<file path="config.mk">
export PLATFORM = sky130hd
export DESIGN_NAME = pmft_ctrl
export DESIGN_NICKNAME = d
export VERILOG_FILES = /design/src/rtl/pmft_pkg.sv /design/src/rtl/pmft_ctrl.sv
export SDC_FILE = /design/constraint.sdc
export NUM_CORES = 1
export LEC_CHECK = 0
export ABC_AREA = 1
export BUFFER_PORTS_ARGS = -buffer_cell sky130_fd_sc_hd__buf_2
export CAP_MARGIN = 15
export CORE_UTILIZATION = 30
export CTS_CLUSTER_DIAMETER = 120
export CTS_CLUSTER_SIZE = 14
export DETAILED_ROUTE_END_ITERATION = 16
export GPL_TIMING_DRIVEN = 0
export PLACE_DENSITY = 0.59
export SETUP_SLACK_MARGIN = 0.15
export SYNTH_ARGS = -nofsm -noshare
export SYNTH_HDL_FRONTEND = slang
export SYNTH_SLANG_ARGS = --single-unit
export TNS_END_PERCENT = 50
</file>
<file path="constraint.sdc">
create_clock -name i_clk -period 3.5 [get_ports i_clk]
set_clock_uncertainty 0.15 [all_clocks]
set_input_delay 0.525 -clock i_clk [delete_from_list [all_inputs] [get_ports i_clk]]
set_output_delay 0.525 -clock i_clk [all_outputs]
set_load 0.005 [all_outputs]
</file>
<file path="src/rtl/pmft_pkg.sv">
// ----------------------------------------------------------------------------
// pmft_pkg
// Shared types and constants for the page mapped flash translation engine.
// ----------------------------------------------------------------------------
package pmft_pkg;

    localparam int PAGES_IN_BLOCK = 128;
    localparam int BLOCK_TOTAL    = 1024;
    localparam int PHYS_PAGES     = PAGES_IN_BLOCK * BLOCK_TOTAL;
    localparam int OFF_W          = $clog2(PAGES_IN_BLOCK);
    localparam int BLK_W          = $clog2(BLOCK_TOTAL);
    localparam int PBA_W          = OFF_W + BLK_W;
    localparam int MAP_W          = PBA_W + 1;

    localparam logic [17:0] LPC_RESET  = 18'd117964;
    localparam logic [17:0] PHYS_COUNT = 18'(PHYS_PAGES);
    localparam logic [31:0] ERASE_MAX  = 32'hFFFF_FFFF;
    localparam logic [7:0]  INV_MAX    = 8'hFF;

    typedef enum logic [1:0] {
        CMD_WRITE = 2'd0,
        CMD_READ  = 2'd1,
        CMD_ERASE = 2'd2,
        CMD_NONE  = 2'd3
    } t_cmd;

    typedef enum logic [2:0] {
        ST_OK        = 3'd0,
        ST_RANGE     = 3'd1,
        ST_NO_FREE   = 3'd2,
        ST_UNMAPPED  = 3'd3,
        ST_NOT_VALID = 3'd4,
        ST_BLK_RANGE = 3'd5
    } t_status;

    typedef enum logic [1:0] {
        PG_FREE    = 2'd0,
        PG_VALID   = 2'd1,
        PG_INVALID = 2'd2,
        PG_UNUSED  = 2'd3
    } t_page;

    // one datapath operation per cycle, chosen by the controller
    typedef enum logic [3:0] {
        OP_NONE,
        OP_CLEAR,
        OP_LOAD,
        OP_DISPATCH,
        OP_WMAP,
        OP_WINV,
        OP_SRD,
        OP_SCHK,
        OP_RMAP,
        OP_RST,
        OP_EUPD,
        OP_EFREE,
        OP_EMIT
    } t_op;

    typedef struct packed {
        t_op op;
    } t_ctl;

    typedef struct packed {
        t_cmd cmd;
        logic lpa_bad;
        logic blk_bad;
        logic mapped;
        logic scan_hit;
        logic scan_last;
        logic clr_last;
        logic efree_last;
        logic out_free;
    } t_sts;

endpackage

</file>
<file path="src/rtl/pmft_ctrl.sv">
// ----------------------------------------------------------------------------
// pmft_ctrl
// Sequencer: clearing pass, command dispatch, free page scan, block erase.
// ----------------------------------------------------------------------------
module pmft_ctrl
    import pmft_pkg::*;
(
    input  logic i_clk,
    input  logic i_rst_n,
    input  logic i_valid,
    output logic o_stall,
    input  t_sts i_sts,
    output t_ctl o_ctl
);

    typedef enum logic [12:0] {
        S_CLEAR    = 13'b0000000000001,
        S_IDLE     = 13'b0000000000010,
        S_DISPATCH = 13'b0000000000100,
        S_WMAP     = 13'b0000000001000,
        S_WINV     = 13'b0000000010000,
        S_SRD      = 13'b0000000100000,
        S_SCHK     = 13'b0000001000000,
        S_RMAP     = 13'b0000010000000,
        S_RST      = 13'b0000100000000,
        S_EUPD     = 13'b0001000000000,
        S_EFREE    = 13'b0010000000000,
        S_EMIT     = 13'b0100000000000,
        S_SPARE    = 13'b1000000000000
    } t_state;

    t_state r_state, n_state;

    always_ff @(posedge i_clk) begin
        if (!i_rst_n) begin
            r_state <= S_CLEAR;
        end else begin
            r_state <= n_state;
        end
    end

    always_comb begin
        n_state   = r_state;
        o_ctl.op  = OP_NONE;
        unique case (r_state)
            S_CLEAR: begin
                o_ctl.op = OP_CLEAR;
                if (i_sts.clr_last) n_state = S_IDLE;
            end
            S_IDLE: begin
                if (i_valid) begin
                    o_ctl.op = OP_LOAD;
                    n_state  = S_DISPATCH;
                end
            end
            S_DISPATCH: begin
                o_ctl.op = OP_DISPATCH;
                unique case (i_sts.cmd)
                    CMD_WRITE: n_state = i_sts.lpa_bad ? S_EMIT : S_WMAP;
                    CMD_READ:  n_state = i_sts.lpa_bad ? S_EMIT : S_RMAP;
                    CMD_ERASE: n_state = i_sts.blk_bad ? S_EMIT : S_EUPD;
                    default:   n_state = S_EMIT;
                endcase
            end
            S_WMAP: begin
                o_ctl.op = OP_WMAP;
                n_state  = i_sts.mapped ? S_WINV : S_SRD;
            end
            S_WINV: begin
                o_ctl.op = OP_WINV;
                n_state  = S_SRD;
            end
            S_SRD: begin
                o_ctl.op = OP_SRD;
                n_state  = S_SCHK;
            end
            S_SCHK: begin
                o_ctl.op = OP_SCHK;
                if (i_sts.scan_hit || i_sts.scan_last) n_state = S_EMIT;
                else n_state = S_SRD;
            end
            S_RMAP: begin
                o_ctl.op = OP_RMAP;
                n_state  = i_sts.mapped ? S_RST : S_EMIT;
            end
            S_RST: begin
                o_ctl.op = OP_RST;
                n_state  = S_EMIT;
            end
            S_EUPD: begin
                o_ctl.op = OP_EUPD;
                n_state  = S_EFREE;
            end
            S_EFREE: begin
                o_ctl.op = OP_EFREE;
                if (i_sts.efree_last) n_state = S_EMIT;
            end
            S_EMIT: begin
                if (i_sts.out_free) begin
                    o_ctl.op = OP_EMIT;
                    n_state  = S_IDLE;
                end
            end
            default: n_state = S_CLEAR;
        endcase
    end

    assign o_stall = (r_state != S_IDLE);

endmodule

</file>
# == Word level (Yosys, flattened, before mapping) ==
# Index checks and enable logic that the tools add are counted.
# word_totals
regBits,13
in_bits,13
output_inout_bits,5
wordCells,38
# op_classes
eq_ne,19
mux,15
n_reduce_logical,3
# op_table
cell,count
13-bit one-hot mux with 12 select lines,1
12-bit 2-to-1 mux,5
13-bit 2-to-1 mux,4
4-bit one-hot mux with 12 select lines,1
12-bit one-hot mux with 3 select lines,1
13-bit by 1-bit equality test with 1-bit output (second input constant),1
13-bit by 10-bit equality test with 1-bit output (second input constant),1
13-bit by 11-bit equality test with 1-bit output (second input constant),1
13-bit by 12-bit equality test with 1-bit output (second input constant),1
13-bit by 2-bit equality test with 1-bit output (second input constant),1
13-bit by 3-bit equality test with 1-bit output (second input constant),1
13-bit by 4-bit equality test with 1-bit output (second input constant),1
13-bit by 5-bit equality test with 1-bit output (second input constant),1
13-bit by 6-bit equality test with 1-bit output (second input constant),1
13-bit by 7-bit equality test with 1-bit output (second input constant),1
13-bit by 8-bit equality test with 1-bit output (second input constant),1
13-bit by 9-bit equality test with 1-bit output (second input constant),1
13-bit by 2-bit != test with 1-bit output (second input constant),1
2-bit != test (second input constant),4
6-bit 2-to-1 mux,1
4-bit 2-to-1 mux,1
4-bit AND reduction,1
2-bit by 1-bit equality test with 1-bit output (second input constant),1
2-bit equality test (second input constant),1
3 further kinds,3

# == Logic depth before layout (Yosys ltp) ==
# depth
ltp_word,3
mapped_depth,10
ltp_nobuf,10

# == Worst setup path after synthesis ==
# Ideal clock, no wire load.
# synth_timing
path_kind,register to output
start,reg r_state[6]
end,out o_ctl[1] (netlist name)
arrival_time_ns,1.040
t_required_ns,2.825
slack_ns,1.785
stages_incl_launch_ff,6
path_buffers,0
path_cell_list,dfxtp_1 > nor2_2 > nand2_4 > nor2_8 > nand2_1 > o2111ai_1
# synth_lines
element,line_no,rtl
start: declaration,pmft_ctrl.sv:32,"t_state r_state, n_state;"
start signal: assignment,pmft_ctrl.sv:38,r_state <= n_state;
end: declaration,pmft_ctrl.sv:13,output t_ctl o_ctl

==> impl_metrics.csv <==
group,metric,value,unit
die,pin_count,18,
min_path,min_path_type,"in2reg",
logic_synthesis,synth_top_family_by_area,"simple AND/OR/NAND/NOR gates",
clocking,cts_hold_buf,0,
global_route,grt_util_all_layers,0.1331,
clocking,cts_tree,"built",
timing,rsz0062_at_grt,"false",
worst_setup_path,crit_type,"reg2out",
logic_synthesis,synth-simple-area-share,0.5524,
worst_setup_path,path_cells,"nor2_2 -> inv_1 -> nor2_1 -> nand2_1 -> o2111ai_1 -> buf_2",
timing,setup_violations,0,
timing,period_needed,2.208,ns
worst_setup_path,end_kind,"output port",
logic_synthesis,syn-num-nets,149,
worst_setup_path,worst_path_largest_cell_delay,0.33,ns
place,io_buffers,17,
logic_synthesis,ys_warn_count,0,
logic_synthesis,synthArstFlopShare,0,
global_route,grt_max_degree,9,
die,initial_core_util,0.3162,
clocking,path_clk_slew,0.07,ns
global_route,gr-total-overflow,0,
timing,worstMarginPinSlew,0.2942,ns
logic_synthesis,synth.area.mux_share,0,
final_layout,fin_area,0.001018,mm^2
route,drt_first_pass_iters,4,
worst_setup_path,crit_arrival,1.53,ns
clocking,post_cts_buffers,0,
final_layout,nNetsFinal,171,
logic_synthesis,ys_seq_area_frac,0.2755,
route,drc,0,
pwr,swShare,0.4382,
pwr,p_sw,236.0,uW
die,rows,19,
route,ant_nets,0,
timing,fin_tns_setup,0,ns
worst_setup_path,path_max_fanout,3,
clocking,cts_resized,0,
logic_synthesis,syn-cell-area,872.1,um^2
clocking,cts.sinks,12,
place,place_congestion,0.8180,
timing,finalCritPeriodShare,0.6308,
pwr,p_leak,0.0005521,uW
pwr,ir_drop,310.9,uV
logic_synthesis,synth_flop_cell,"dfxtp_1",
route,vias_per_cell,4.717,
place,place_hpwl,1594,um
final_layout,final.fill_count,316,
worst_setup_path,required,2.82,ns
final_layout,drive_above_1_share,0.2821,
global_route,grt_pass1_wl,3236,um
route,wl,1881,um
pwr,p_clk_frac,0.158,
die,die_x,55.92,um
timing,final_max_slew_viol_count,0,
logic_synthesis,synthCells,136,
logic_synthesis,synth_compound_area_frac,0.06026,
worst_setup_path,start_kind,"flop",
clocking,cts_max_level,1,
logic_synthesis,synth_seq_cells,12,
worst_setup_path,slowest_stage,"dfxtp_1",
logic_synthesis,ys_types,23,
die,core_area,0.002758,mm^2
die,dieArea,0.003126,mm^2
final_layout,insertedDiodeCount,0,
timing,fmax,453.0,MHz
timing,hold_viol,0,
route,wl_per_cell,10.06,um
pwr,pwr-share-comb,0.521,
global_route,grt_pass1_vias,810,
clocking,cts_buffers,3,
global_route,antenna_found_initial,0,
logic_synthesis,synth-xor-area-share,0,
timing,slew_headroom,0.8036,
run_status,status,"finished, final reports clean",
route,drt_iter0_drc,31,
logic_synthesis,synth_edf_count,0,
pwr,p_seq_frac,0.321,
clocking,clk_latency,0.28,ns
die,die_y,55.92,um
final_layout,area.growth.synth_to_final,16.79,%
clocking,clockBufferDepth,2,
clocking,root_buffer,"clkbuf_4",
place,placed_area,996.0,um^2
pwr,p_int,302.5,uW
logic_synthesis,synth_fa_ha_area_frac,0,
logic_synthesis,avgSynthCellArea,6.412,um^2
place,pre_cts_slack,1.614,ns
timing,setup_ws,1.292,ns
flow_run,drv_cap,0,
final_layout,largest_reg_flops,12,
pwr,power_density,528.7,mW/mm^2
final_layout,reg_top3,"r_state (12)",
route,vias,882,
final_layout,regMostFlops,"r_state",
==> critical path: cells and delay by family (launching register included) <==
family | cells | cell delay (ns)
AOI/OAI and AO/OA | 1 | 0.19
buffers and inverters | 2 | 0.22
DFF | 1 | 0.33
and+or+nand+nor | 3 | 0.51
==> metal layers <==
layer / GRT usage / part of all wire
met1: 0.1698 / 0.47
met2: 0.2186 / 0.46
met3: 0.01628 / 0.043
met4: 0.07317 / 0.024
met5: 0 / 0
==> layout by cell type, fill, tap and decap left out, types with 2 or more instances in the layout <==
cell | Yosys | final
nand2_1 | 33 | 33
inv_1 | 25 | 25
buf_2 | 0 | 17
nor2_1 | 15 | 15
dfxtp_1 | 12 | 12
nor3_1 | 6 | 6
nor2_2 | 6 | 6
nand3_1 | 6 | 6
nand2_2 | 4 | 4
nand4_1 | 4 | 4
nor2_4 | 3 | 3
nand2_4 | 3 | 3
o21ai_0 | 3 | 3
clkbuf_4 | 0 | 3
nand3b_2 | 2 | 2
nand3b_1 | 2 | 2
or2_2 | 2 | 2
a21oi_1 | 2 | 2
o21ai_1 | 2 | 2
==> path summary, 6_finish.rpt <==
path | startpoint | to | slack [ns] | depth (start not counted)
min | i_rst_n | r_state[0]$_SDFFE_PN1P_ | 0.35 | 2
max | r_state[2]$_SDFFE_PN0P_ | o_ctl[1] | 1.29 | 6
max reg2reg | r_state[10]$_SDFFE_PN0P_ | r_state[11]$_SDFFE_PN0P_ | 2.01 | 8
min reg2reg | r_state[10]$_SDFFE_PN0P_ | r_state[10]$_SDFFE_PN0P_ | 0.46 | 4
==> power groups by stage <==
stage	Clock, uW	Sequential (uW)	Combinational (uW)
finish	85.2	173	281
global route	93.8	176	318
CTS	89.8	173	283
detailed placement	0	175	281
global placement	0	175	280
floorplan	0	173	219
==> final cells by class <==
type / instances / area [um^2] / share of cell area
inverter: 26 / 97.59 / 0.09582
clock buffer: 3 / 22.52 / 0.02211
tap: 31 / 38.79 / 0.03808
sequential: 12 / 240.2 / 0.2359
timing repair buffer: 17 / 85.08 / 0.08354
multi-input combinational: 98 / 534.3 / 0.5246
==> logic make-up after synthesis <==
| logic type | Yosys count |
|---|---|
| AO/OA/AOI/OAI | 9 |
| buffers and inverters | 26 |
| flip-flops | 12 |
| AND/OR/NAND/NOR | 89 |
==> synth_stat cells (all sizes together) (2+ instances only) <==
| master | n | area (um^2) |
|---|---|---|
| inv | 26 | 97.59 |
| a21oi | 2 | 10.01 |
| nor2 | 25 | 147.6 |
| nand4 | 4 | 25.02 |
| nand2 | 40 | 182.7 |
| dfxtp | 12 | 240.2 |
| nand3 | 7 | 40.04 |
| nor3 | 6 | 30.03 |
| nand3b | 4 | 37.53 |
| o21ai | 6 | 33.78 |
| or2 | 2 | 12.51 |
==> through the flow <==
stage	util	hold slack, ns	instances	power, uW
after floorplan	-	0.4049	136	392.6
after global placement	0.3612	0.4377	184	455.4
after detailed placement	0.3612	0.4458	184	456.6
after CTS	0.3693	0.3507	187	545.1
after global routing	0.3693	0.3709	187	588.0
final	0.3693	0.3486	187	538.5
No activity file was read; power rests on OpenSTA's default activity.
